<file path="src/hw/rtl/ssd_pkg.sv">
`default_nettype none
// ----------------------------------------------------------------------------
// ssd_pkg: shared types and constants for the seven-segment number display
// segment encodings, base codes, register indexes and inter-module structs
// ----------------------------------------------------------------------------
package ssd_pkg;

  localparam int unsigned VALUE_W   = 32;
  localparam int unsigned CFG_IDX_W = 1;
  localparam int unsigned CFG_DAT_W = 5;
  localparam int unsigned BCD_W     = 40;  // ten decimal digits
  localparam int unsigned CNT_W     = 6;   // digit position, up to 32 digits

  localparam logic [6:0] SEG_MINUS = 7'h08;
  localparam logic [6:0] SEG_BLANK = 7'h00;

  typedef enum logic [1:0] {
    BASE_HEX = 2'd0,
    BASE_DEC = 2'd1,
    BASE_OCT = 2'd2,
    BASE_BIN = 2'd3
  } base_t;

  typedef enum logic [CFG_IDX_W-1:0] {
    REG_BASE  = 1'b0,
    REG_COUNT = 1'b1
  } reg_idx_t;

  typedef enum logic [1:0] {
    CV_IDLE,
    CV_DABBLE,
    CV_SCAN,
    CV_DONE
  } conv_state_t;

  // one digit written into the display buffer, least significant first
  typedef struct packed {
    logic             we;
    logic [CNT_W-1:0] addr;
    logic [3:0]       data;
  } dig_wr_t;

  // converter status toward the cell sequencer
  typedef struct packed {
    logic             busy;
    logic             done;
    logic [CNT_W-1:0] ndig;
    logic             neg;
  } conv_stat_t;

  function automatic logic [6:0] digit_seg(input logic [3:0] d);
    logic [6:0] s;
    unique case (d)
      4'h0: s = 7'h77;
      4'h1: s = 7'h24;
      4'h2: s = 7'h5D;
      4'h3: s = 7'h6D;
      4'h4: s = 7'h2E;
      4'h5: s = 7'h6B;
      4'h6: s = 7'h7B;
      4'h7: s = 7'h25;
      4'h8: s = 7'h7F;
      4'h9: s = 7'h6F;
      4'hA: s = 7'h3F;
      4'hB: s = 7'h7A;
      4'hC: s = 7'h53;
      4'hD: s = 7'h7C;
      4'hE: s = 7'h5B;
      4'hF: s = 7'h1B;
    endcase
    return s;
  endfunction

  // "Error" indexed by position from the right: r o r r E
  function automatic logic [6:0] error_seg(input logic [2:0] pos);
    logic [6:0] s;
    unique case (pos)
      3'd0:    s = 7'h18;
      3'd1:    s = 7'h78;
      3'd2:    s = 7'h18;
      3'd3:    s = 7'h18;
      3'd4:    s = 7'h5B;
      default: s = SEG_BLANK;
    endcase
    return s;
  endfunction

endpackage
`default_nettype wire

</file>
<file path="src/hw/rtl/ssd_in_if.sv">
`default_nettype none
// ----------------------------------------------------------------------------
// ssd_in_if: number channel
// valid/ready handshake carrying one signed value
// ----------------------------------------------------------------------------
interface ssd_in_if;
  logic               valid;
  logic               ready;
  logic signed [31:0] value;

  modport source (output valid, output value, input ready);
  modport sink   (input valid, input value, output ready);
endinterface
`default_nettype wire

</file>
<file path="src/hw/rtl/ssd_out_if.sv">
`default_nettype none
// ----------------------------------------------------------------------------
// ssd_out_if: cell channel
// valid/ready handshake carrying one display cell pattern
// ----------------------------------------------------------------------------
interface ssd_out_if;
  logic       valid;
  logic       ready;
  logic [3:0] cell_index;
  logic [6:0] segments;
  logic       overflow;
  logic       last_cell;

  modport source (output valid, output cell_index, output segments,
                  output overflow, output last_cell, input ready);
  modport sink   (input valid, input cell_index, input segments,
                  input overflow, input last_cell, output ready);
endinterface
`default_nettype wire

</file>
<file path="src/hw/rtl/ssd_conv.sv">
`default_nettype none
// ----------------------------------------------------------------------------
// ssd_conv: serial digit converter
// bit-serial binary to bcd for decimal, then a digit-serial scan that writes
// digits least significant first and tracks the significant digit count
// ----------------------------------------------------------------------------
module ssd_conv (
  input  wire logic                  clk,
  input  wire logic                  rst,
  input  wire logic                  start,
  input  wire logic [31:0]           raw,
  input  wire ssd_pkg::base_t        base,
  output ssd_pkg::dig_wr_t           wr,
  output ssd_pkg::conv_stat_t        stat
);

  localparam int unsigned BW = ssd_pkg::BCD_W;
  localparam int unsigned CW = ssd_pkg::CNT_W;

  ssd_pkg::conv_state_t state, state_next;
  ssd_pkg::base_t       base_r;
  logic [CW-1:0]        cnt;
  logic [BW-1:0]        bcd;
  logic [BW-1:0]        adj;
  logic [31:0]          bin;
  logic [CW-1:0]        ndig;
  logic                 neg;
  logic [3:0]           dig;
  logic [CW-1:0]        last_pos;
  logic                 dabble_end;
  logic                 scan_end;
  logic                 is_neg;

  assign is_neg = (base == ssd_pkg::BASE_DEC) && raw[31];

  // add three to each bcd digit of five or more
  always_comb begin
    for (int k = 0; k < BW / 4; k++) begin
      adj[k*4 +: 4] = (bcd[k*4 +: 4] >= 4'd5) ? bcd[k*4 +: 4] + 4'd3 : bcd[k*4 +: 4];
    end
  end

  // digit extraction per base
  always_comb begin
    unique case (base_r)
      ssd_pkg::BASE_HEX: begin
        dig      = bcd[3:0];
        last_pos = CW'(7);
      end
      ssd_pkg::BASE_DEC: begin
        dig      = bcd[3:0];
        last_pos = CW'(9);
      end
      ssd_pkg::BASE_OCT: begin
        dig      = {1'b0, bcd[2:0]};
        last_pos = CW'(10);
      end
      ssd_pkg::BASE_BIN: begin
        dig      = {3'b000, bcd[0]};
        last_pos = CW'(31);
      end
    endcase
  end

  assign dabble_end = (cnt == CW'(31));
  assign scan_end   = (cnt == last_pos);

  always_ff @(posedge clk) begin
    if (rst) begin
      state <= ssd_pkg::CV_IDLE;
    end else begin
      state <= state_next;
    end
  end

  always_comb begin
    state_next = state;
    wr.we      = 1'b0;
    wr.addr    = cnt;
    wr.data    = dig;
    stat.busy  = 1'b1;
    stat.done  = 1'b0;
    stat.ndig  = ndig;
    stat.neg   = neg;
    unique case (state)
      ssd_pkg::CV_IDLE: begin
        stat.busy = 1'b0;
        if (start) begin
          state_next = (base == ssd_pkg::BASE_DEC) ? ssd_pkg::CV_DABBLE : ssd_pkg::CV_SCAN;
        end
      end
      ssd_pkg::CV_DABBLE: begin
        if (dabble_end) begin
          state_next = ssd_pkg::CV_SCAN;
        end
      end
      ssd_pkg::CV_SCAN: begin
        wr.we = 1'b1;
        if (scan_end) begin
          state_next = ssd_pkg::CV_DONE;
        end
      end
      ssd_pkg::CV_DONE: begin
        stat.done  = 1'b1;
        state_next = ssd_pkg::CV_IDLE;
      end
    endcase
  end

  always_ff @(posedge clk) begin
    unique case (state)
      ssd_pkg::CV_IDLE: begin
        cnt    <= '0;
        ndig   <= CW'(1);
        base_r <= base;
        neg    <= is_neg;
        if (base == ssd_pkg::BASE_DEC) begin
          bcd <= '0;
          bin <= is_neg ? (~raw) + 32'd1 : raw;
        end else begin
          bcd <= {(BW - 32)'(0), raw};
          bin <= '0;
        end
      end
      ssd_pkg::CV_DABBLE: begin
        bcd <= {adj[BW-2:0], bin[31]};
        bin <= {bin[30:0], 1'b0};
        cnt <= dabble_end ? '0 : cnt + CW'(1);
      end
      ssd_pkg::CV_SCAN: begin
        if (dig != 4'd0) begin
          ndig <= cnt + CW'(1);
        end
        unique case (base_r)
          ssd_pkg::BASE_HEX,
          ssd_pkg::BASE_DEC: bcd <= {4'b0, bcd[BW-1:4]};
          ssd_pkg::BASE_OCT: bcd <= {3'b0, bcd[BW-1:3]};
          ssd_pkg::BASE_BIN: bcd <= {1'b0, bcd[BW-1:1]};
        endcase
        cnt <= cnt + CW'(1);
      end
      ssd_pkg::CV_DONE: begin
        cnt <= '0;
      end
    endcase
  end

endmodule
`default_nettype wire

</file>
<file path="src/hw/rtl/ssd_emit.sv">
`default_nettype none
// ----------------------------------------------------------------------------
// ssd_emit: cell sequencer
// holds the low digits, decides overflow and sends one cell per transfer,
// leftmost first, through an output register
// ----------------------------------------------------------------------------
module ssd_emit #(
  parameter int unsigned CAP = 16
) (
  input  wire logic                clk,
  input  wire logic                rst,
  input  wire ssd_pkg::dig_wr_t    wr,
  input  wire ssd_pkg::conv_stat_t stat,
  input  wire logic [4:0]          n,
  output logic                     active,
  ssd_out_if.source                out
);

  localparam int unsigned AW = (CAP > 1) ? $clog2(CAP) : 1;
  localparam int unsigned CW = ssd_pkg::CNT_W;

  logic [3:0]    dbuf [CAP];
  logic [3:0]    i;
  logic [3:0]    r;
  logic [CW-1:0] ndig;
  logic          neg;
  logic          of;
  logic [6:0]    seg;
  logic          advance;
  logic [CW:0]   len;

  assign len = {1'b0, stat.ndig} + {{CW{1'b0}}, stat.neg};

  always_ff @(posedge clk) begin
    if (wr.we && (wr.addr < CW'(CAP))) begin
      dbuf[wr.addr[AW-1:0]] <= wr.data;
    end
  end

  always_comb begin
    if (of) begin
      seg = (r < 4'd5) ? ssd_pkg::error_seg(r[2:0]) : ssd_pkg::SEG_BLANK;
    end else if ({2'b00, r} < ndig) begin
      seg = ssd_pkg::digit_seg(dbuf[r[AW-1:0]]);
    end else if (neg && ({2'b00, r} == ndig)) begin
      seg = ssd_pkg::SEG_MINUS;
    end else begin
      seg = ssd_pkg::SEG_BLANK;
    end
  end

  assign advance = active && (!out.valid || out.ready);

  always_ff @(posedge clk) begin
    if (rst) begin
      active    <= 1'b0;
      out.valid <= 1'b0;
    end else begin
      if (stat.done) begin
        active <= 1'b1;
      end else if (advance && (r == 4'd0)) begin
        active <= 1'b0;
      end
      if (advance) begin
        out.valid <= 1'b1;
      end else if (out.ready) begin
        out.valid <= 1'b0;
      end
    end
  end

  always_ff @(posedge clk) begin
    if (stat.done) begin
      i    <= '0;
      r    <= 4'(n - 5'd1);
      ndig <= stat.ndig;
      neg  <= stat.neg;
      of   <= len > {2'b00, n};
    end else if (advance) begin
      i <= i + 4'd1;
      r <= r - 4'd1;
    end
    if (advance) begin
      out.cell_index <= i;
      out.segments   <= seg;
      out.overflow   <= of;
      out.last_cell  <= (r == 4'd0);
    end
  end

endmodule
`default_nettype wire

</file>
<file path="src/hw/rtl/seven_segment_number_display_top.sv">
`default_nettype none
// ----------------------------------------------------------------------------
// seven_segment_number_display_top: number to seven-segment cell driver
// converts a signed 32-bit value to hex, decimal, octal or binary digits and
// sends one segment pattern per display cell, leftmost first
// ----------------------------------------------------------------------------
//   channel  direction  payload                                    per value
//   num      sink       value (32 bit signed)                      1 transfer
//   cells    source     cell_index, segments, overflow, last_cell  n transfers
//   cfg_*    write      display_base (index 0), digit_count (1)    any time idle
//
// decimal: shift-and-add-three over the 32 input bits, a scan of 10 digits, a
// handoff state, then n cells. other bases skip the shift-and-add phase and
// scan 8, 11 or 32 digits. the serial conversion, one bit or one digit per
// cycle, sets the pace.
// reset is synchronous; afterward base is decimal and eight cells are used.
// a stalled cells channel holds the current cell; a new value is taken once
// the last cell sits in the output register.
// ----------------------------------------------------------------------------
module seven_segment_number_display_top #(
  parameter int unsigned MAX_CELLS = 16
) (
  input  wire logic                          clk,
  input  wire logic                          rst,
  input  wire logic                          cfg_we,
  input  wire logic [ssd_pkg::CFG_IDX_W-1:0] cfg_index,
  input  wire logic [ssd_pkg::CFG_DAT_W-1:0] cfg_data,
  ssd_in_if.sink                             num,
  ssd_out_if.source                          cells
);

  // cells in use can never exceed what the cell index covers
  localparam int unsigned CAP = (MAX_CELLS < 16) ? MAX_CELLS : 16;

  ssd_pkg::base_t      display_base;
  logic [4:0]          digit_count;
  logic [4:0]          n;
  logic                start;
  logic                emit_active;
  ssd_pkg::dig_wr_t    wr;
  ssd_pkg::conv_stat_t stat;

  // configuration registers
  always_ff @(posedge clk) begin
    if (rst) begin
      display_base <= ssd_pkg::BASE_DEC;
      digit_count  <= 5'd8;
    end else if (cfg_we) begin
      unique case (cfg_index)
        ssd_pkg::REG_BASE:  display_base <= ssd_pkg::base_t'(cfg_data[1:0]);
        ssd_pkg::REG_COUNT: digit_count  <= cfg_data;
      endcase
    end
  end

  // zero cells count as one, too many saturate to the cell capacity
  always_comb begin
    priority if (digit_count == 5'd0) begin
      n = 5'd1;
    end else if (digit_count > 5'(CAP)) begin
      n = 5'(CAP);
    end else begin
      n = digit_count;
    end
  end

  // take a value only when both the converter and the sequencer are free
  assign num.ready = !stat.busy && !emit_active;
  assign start     = num.valid && num.ready;

  ssd_conv u_conv (
    .clk   (clk),
    .rst   (rst),
    .start (start),
    .raw   (num.value),
    .base  (display_base),
    .wr    (wr),
    .stat  (stat)
  );

  ssd_emit #(
    .CAP (CAP)
  ) u_emit (
    .clk    (clk),
    .rst    (rst),
    .wr     (wr),
    .stat   (stat),
    .n      (n),
    .active (emit_active),
    .out    (cells)
  );

endmodule
`default_nettype wire
</file>
<file path="src/flat_wrapper.sv">
// flat-port wrapper written by rule: the top's interface ports become plain ports
module seven_segment_number_display_top_flat 
#(
  parameter int unsigned MAX_CELLS = 16
)
  (clk, rst, cfg_we, cfg_index, cfg_data, num_valid, num_value, num_ready, cells_valid, cells_cell_index, cells_segments, cells_overflow, cells_last_cell, cells_ready);
  ssd_in_if num_i ();
  ssd_out_if cells_i ();
  input  wire logic clk;
  input  wire logic rst;
  input  wire logic cfg_we;
  input  wire logic [ssd_pkg::CFG_IDX_W-1:0] cfg_index;
  input  wire logic [ssd_pkg::CFG_DAT_W-1:0] cfg_data;
  input wire logic [$bits(num_i.valid)-1:0] num_valid;
  input wire logic [$bits(num_i.value)-1:0] num_value;
  output wire logic [$bits(num_i.ready)-1:0] num_ready;
  output wire logic [$bits(cells_i.valid)-1:0] cells_valid;
  output wire logic [$bits(cells_i.cell_index)-1:0] cells_cell_index;
  output wire logic [$bits(cells_i.segments)-1:0] cells_segments;
  output wire logic [$bits(cells_i.overflow)-1:0] cells_overflow;
  output wire logic [$bits(cells_i.last_cell)-1:0] cells_last_cell;
  input wire logic [$bits(cells_i.ready)-1:0] cells_ready;
  assign num_i.valid = num_valid;
  assign num_i.value = num_value;
  assign num_ready = num_i.ready;
  assign cells_valid = cells_i.valid;
  assign cells_cell_index = cells_i.cell_index;
  assign cells_segments = cells_i.segments;
  assign cells_overflow = cells_i.overflow;
  assign cells_last_cell = cells_i.last_cell;
  assign cells_i.ready = cells_ready;
  seven_segment_number_display_top #(.MAX_CELLS(MAX_CELLS)) u_core (.clk(clk), .rst(rst), .cfg_we(cfg_we), .cfg_index(cfg_index), .cfg_data(cfg_data), .num(num_i), .cells(cells_i));
endmodule
</file>
<file path="config.mk">
export PLATFORM = sky130hd
export DESIGN_NAME = seven_segment_number_display_top_flat
export DESIGN_NICKNAME = d
export VERILOG_FILES = /design/src/hw/rtl/ssd_pkg.sv /design/src/hw/rtl/ssd_in_if.sv /design/src/hw/rtl/ssd_out_if.sv /design/src/hw/rtl/ssd_conv.sv /design/src/hw/rtl/ssd_emit.sv /design/src/hw/rtl/seven_segment_number_display_top.sv /design/src/flat_wrapper.sv
export SDC_FILE = /design/constraint.sdc
export NUM_CORES = 1
export LEC_CHECK = 0
export BUFFER_PORTS_ARGS = -buffer_cell sky130_fd_sc_hd__buf_2
export CAP_MARGIN = 20
export CORE_MARGIN = 8
export CORE_UTILIZATION = 50
export DETAILED_ROUTE_END_ITERATION = 8
export PLACE_DENSITY = 0.72
export SKIP_CTS_REPAIR_TIMING = 1
export SLEW_MARGIN = 20
export SYNTH_ARGS = -nofsm -noshare
export SYNTH_HDL_FRONTEND = slang
export SYNTH_SLANG_ARGS = --single-unit
</file>
<file path="constraint.sdc">
create_clock -name clk -period 4.37 [get_ports clk]
set_clock_uncertainty 0.15 [all_clocks]
set_input_delay 0.437 -clock clk [delete_from_list [all_inputs] [get_ports clk]]
set_output_delay 0.437 -clock clk [all_outputs]
set_load 0.03 [all_outputs]
</file>
After elaboration in Yosys (flattened, before gate mapping)
Memory sizes are Yosys's and may differ from the RTL's. A register that Yosys moved wholly into a read port is not among the register bits.
Cells that the tools add are included.

word-level totals
  flip-flop bits (word level) = 127
  memory bits (writable) = 64
  ROM bits = 112
  bits of input ports = 43
  output and inout port bits = 15
  logic and storage cells = 147
  memories = 2

operators by class
  add/sub/neg operators = 16
  $lt $le $gt $ge = 15
  equal/unequal tests = 18
  mux-type cells = 45
  bitwise operators = 2
  reduce and logical (&&, ||, !) cells = 29

memory list
  memory              depth  width  rd ports  clocked after Yosys merged registers in  wr ports  RTL line        RTL
  (no name shown)     16     7      1         0                                        0         ssd_pkg.sv:53   unique case (d)
  u_core.u_emit.dbuf  16     4      1         1                                        1         ssd_emit.sv:22  logic [3:0] dbuf [CAP];

operator list
  operator                                                                             number
  40-bit case mux with 3 select lines                                                  2
  32-bit two-way mux                                                                   3
  32-bit case mux with 2 select lines                                                  1
  4-bit two-way mux                                                                    13
  4-bit by 3-bit greater-or-equal comparator with 1-bit output, second input constant  10
  4-bit by 2-bit adder with 4-bit output, second input constant                        9
  32-bit by 1-bit adder with 32-bit output, second input constant                      1
  32-bit inverter                                                                      1
  6-bit case mux with 4 select lines                                                   1
  7-bit two-way mux                                                                    3
  7-bit case mux with 3 select lines                                                   1
  6-bit case mux with 3 select lines                                                   1
  6-bit two-way mux                                                                    2
  4-bit case mux with 3 select lines                                                   1
  6-bit case mux with 2 select lines                                                   1
  5-bit two-way mux                                                                    2
  2-bit nonzero test                                                                   5
  2-bit == test, second input constant                                                 4
  1-bit two-way mux                                                                    8
  2-bit two-way mux                                                                    4
  2-bit case mux with 4 select lines                                                   1
  4-bit by 1-bit subtractor with 4-bit output, second input constant                   2
  6-bit by 1-bit adder with 7-bit output                                               1
  7-bit by 5-bit greater-than comparator with 1-bit output                             1
  other kinds (31)                                                                     47

Depth between registers and ports, before layout
  word-level depth = 6
  mapped depth = 9
  gate-level depth less buffers = 9

By module
Synthesis repeated with hierarchy kept, for this count alone.

second synthesis, totals
  cell total of the unflattened synthesis = 1,020
  area total of the unflattened synthesis = 11,115.7 sq um

by module, submodules not included
  module                            times used  cells each  area an instance (sq um)  seq. area each (sq um)
  ssd_conv                          1           691         6,277.3                   2,592.5
  ssd_emit                          1           293         4,500.6                   2,872.8
  seven_segment_number_display_top  1           36          337.8                     140.1

Worst setup path before layout
Ideal clock, no wire load.

  path kind = register to register
  from = register with a tool-made name
  to = register u_core.u_emit.out.segments[0], data pin
  library setup time = 0.265 ns
  data arrival time = 2.254 ns
  data required time = 3.955 ns
  path slack = 1.701 ns
  stages on the path, launching flop included = 10
  path buffers = 2
  period minus slack after synthesis = 2.669 ns
  cells stage by stage = dfxtp_1 > buf_6 > clkbuf_1 > mux4_2 > mux4_2 > inv_1 > ha_1 > nand2_1 > nand4b_1 > o221ai_2

RTL lines
  element               RTL line          RTL
  to (signal assigned)  ssd_emit.sv:85    out.segments <= seg;
  to (decl)             ssd_out_if.sv:14  modport source (output valid, output cell_index, output segments,

==> results by group <==
Logic synthesis
  – Most common cell in the synthesized netlist: edfxtp_1
  – Syn_area_per_cell: 10.8 sq um
  – Yosys top cell area share: 46.4%
  – Syn nets: 1,117
  – Most frequent cells after synthesis: 170 x edfxtp_1, 136 x nand2_1, 87 x a21oi_1
  – Post-Syn Area: 11,000 sq um
  – Synth Warn #: 0
  – Top cells by area, synth: edfxtp_1 46%, ha_1 6.1%, nand2_1 4.6%, dfxtp_1 4.6%, a21oi_1 4.0%
  – Ys async rst share: 0%
  – Yosys cell types: 57
  – Synth Instances: 1,020
  – Synth Flop Type: edfxtp_1
  – Largest area contributor in the netlist: edfxtp_1
  – Seq/Total Area, Yosys: 51.0%
  – #FFs+latches synth: 195
  – Post-synth EDFFs: 170

Placed design
  – Dpl hpwl: 17,000 um
  – DP Area: 11,500 sq um
  – I/O Buffers: 57
  – Dpl cells: 1,320
  – GP Congestion: 0.867

CTS
  – Clk_lat worst skew: 0.44 ns
  – Clock root cell: clkbuf_16
  – CTS tree: done
  – Clk slew on worst S/H paths: 0.07 ns
  – CTS Buf Count: 17
  – Clock sink count: 195
  – H-Tree Depth: 4
  – Clk buf depth: 2

Floorplan
  – Core Rows: 54
  – Vert. Die Dim: 164 um
  – Top Ports: 58
  – Die Wd: 164 um
  – DIE AREA: 27,000 sq um
  – Core area: 21,700 sq um
  – Initial core utilization: 50.7%

STA
  – Final Hold Fails: 0
  – Setup TNS: 0 ns
  – Slew Limit Fails: 0
  – Final critical-path share of the clock period: 70.9%
  – Final period demand of the worst path: 3.10 ns
  – Min Hold Slack: 0.0737 ns
  – Unrepaired setup endpoints after global routing: false
  – Endpoints failing setup: 0
  – Rel. slew slack: 30.3%
  – F_max: 323 MHz
  – Worst slew pin tran: 1.04 ns

Global route
  – Grt ovf: 0
  – Largest net degree at the start of global routing: 42
  – Number of global-route vias before repair: 7,629
  – Tot GR Track Use: 18.3%
  – Initial antenna violation count: 0
  – Global-route wire length before repair: 39,300 um

Job
  – Number of max-cap violations: 0

Pwr
  – Sw Ratio: 38.0%
  – Clock network power share: 22.0%
  – P_int: 4.59 mW
  – Pleak: 4.37 nW
  – Net Sw Power: 2.81 mW
  – Pwr dens: 611 nW/um^2
  – Flop pwr share: 42.9%
  – Comb power frac: 35.1%
  – Peak VDD IR: 336 uV

Setup path
  – Critical path cell sequence: mux4_2 > mux4_2 > inv_1 > ha_1 > nand2_1 > nand4b_1 > o221ai_2
  – Kind of cell adding the most delay to the critical path: multiplexers
  – Bufs and invs on worst path: 1
  – Required time of the critical path: 4.40 ns
  – WS Path Type: reg -> reg
  – Worst path slowest cell: dfxtp_1
  – Worst path most repeated cell: mux4_2
  – Max stage delay on crit path: 0.79 ns
  – Type of element launching the critical path: flop
  – Crit-path max FO: 10
  – Crit path capture type: flop
  – CP arrival: 3.13 ns

Final layout
  – Synth-to-Final Area Change: 10.1%
  – Share of layout cells above drive strength 1: 13.0%
  – Design area: 12,100 sq um
  – Layout Cells excl Fill: 1,353
  – # fillers: 1,845
  – Layout Nets: 1,156

Route
  – Pre-antenna DRT Iters: 5
  – # DRC: 0
  – Vias/cell: 5.85
  – Post-route antenna net violation count: 0
  – Total Wirelength: 24,200 um
  – Total number of vias: 7,918
  – Iter 0 DRT Violations: 638
  – DR WL/cell: 17.9 um

Worst hold path
  – Hold/Removal Path Class: in -> reg

Outcome
  – Status: finished, final reports clean
-- metrics by stage --
stage | setup slack (ns) | total power, mW | util (%)
finish | 1.27 | 7.40 | 55.8
global placement | 1.39 | 5.69 | 53.0
CTS | 1.22 | 7.42 | 55.8
global route | 1.10 | 7.88 | 55.8
floorplan | 1.70 | 5.11 | -
detailed placement | 1.26 | 5.79 | 53.0
-- routing by layer --
layer  up-vias  share of wire [%]  track usage [%]
li1       3801                  -                -
met1      3835                 42             22.6
met2       250                 51             31.8
met3        32                5.4             3.58
met4         0                1.8             5.70
met5         -                  0                0
-- final timing paths --
kind,from,to,slack (ns),depth (start not counted)
min,cfg_data[0],u_core.display_base[0],0.07,2
max reg2reg,flop,u_core.u_emit.out.segments[0],1.27,7
min reg2reg,u_core.digit_count[4],u_core.digit_count[4],0.31,2
max,flop,u_core.u_emit.out.segments[0],1.27,7
-- cells in the final DEF, fill, tap and decap left out, types with 5 or more instances in the layout --
cell,Yosys,routed
dfxtp_1,25,25
o31ai_1,8,8
a21oi_1,87,87
a22oi_1,34,34
buf_4,1,10
xor2_1,34,34
clkbuf_16,0,17
nor3b_1,12,12
nor2_1,63,62
mux4_2,14,14
a22o_1,13,13
mux2i_1,15,15
o21ai_0,71,71
buf_2,5,57
edfxtp_1,170,170
nor3_1,9,9
nor2b_1,20,20
ha_1,54,53
o22ai_1,6,6
xnor2_1,24,24
nand2b_1,20,20
nand3_1,12,12
and2_1,5,5
nand4_1,6,6
nand2_1,136,136
inv_1,51,51
o21ai_1,18,18
-- state kept, by name (all words and copies together), names as in the netlist, 2 cells and up, named ones only --
signal / cells
u_core.u_conv.state: 2
u_core.digit_count: 5
u_core.u_emit.i: 4
u_core.u_conv.ndig: 6
u_core.display_base: 2
u_core.u_emit.r: 4
u_core.u_conv.bin: 32
u_core.u_emit.out.segments: 7
u_core.u_emit.ndig: 6
u_core.u_conv.bcd: 40
u_core.u_conv.cnt: 6
u_core.u_emit.dbuf: 64
u_core.u_conv.base_r: 2
u_core.u_emit.out.cell_index: 4
-- power groups by stage --
stage               sequential (mW)  combinational [mW]  clock, mW
floorplan                      3.03                2.08          0
detailed placement             3.21                2.58          0
global placement               3.19                2.50          0
finish                         3.17                2.60       1.63
global route                   3.25                2.92       1.72
CTS                            3.17                2.61       1.64
-- kinds of logic (layout without fill, tap and decap cells) --
| family | count (synthesis) | in the layout | synth area share, % |
|---|---|---|---|
| other cells | 0 | 1 | 0 |
| mux | 38 | 38 | 5.81 |
| flops | 195 | 195 | 51.0 |
| simple gates | 309 | 309 | 13.9 |
| buf+inv | 98 | 150 | 3.57 |
| compound gates | 268 | 268 | 15.0 |
| fa+ha+maj | 54 | 54 | 6.15 |
| xor+xnor | 58 | 58 | 4.62 |
-- final cells by class --
type / count / area, sq um / area share [%]
flip-flops and latches: 195 / 5610 / 46.3
repair buffers: 67 / 360 / 2.98
well taps: 280 / 350 / 2.89
clock buffers: 18 / 429 / 3.55
inverters: 51 / 191 / 1.58
diodes: 1 / 2.50 / 0.0207
clock inverters: 14 / 169 / 1.40
multi-input cells: 727 / 5000 / 41.3
No activity file was read; power rests on OpenSTA's default activity.
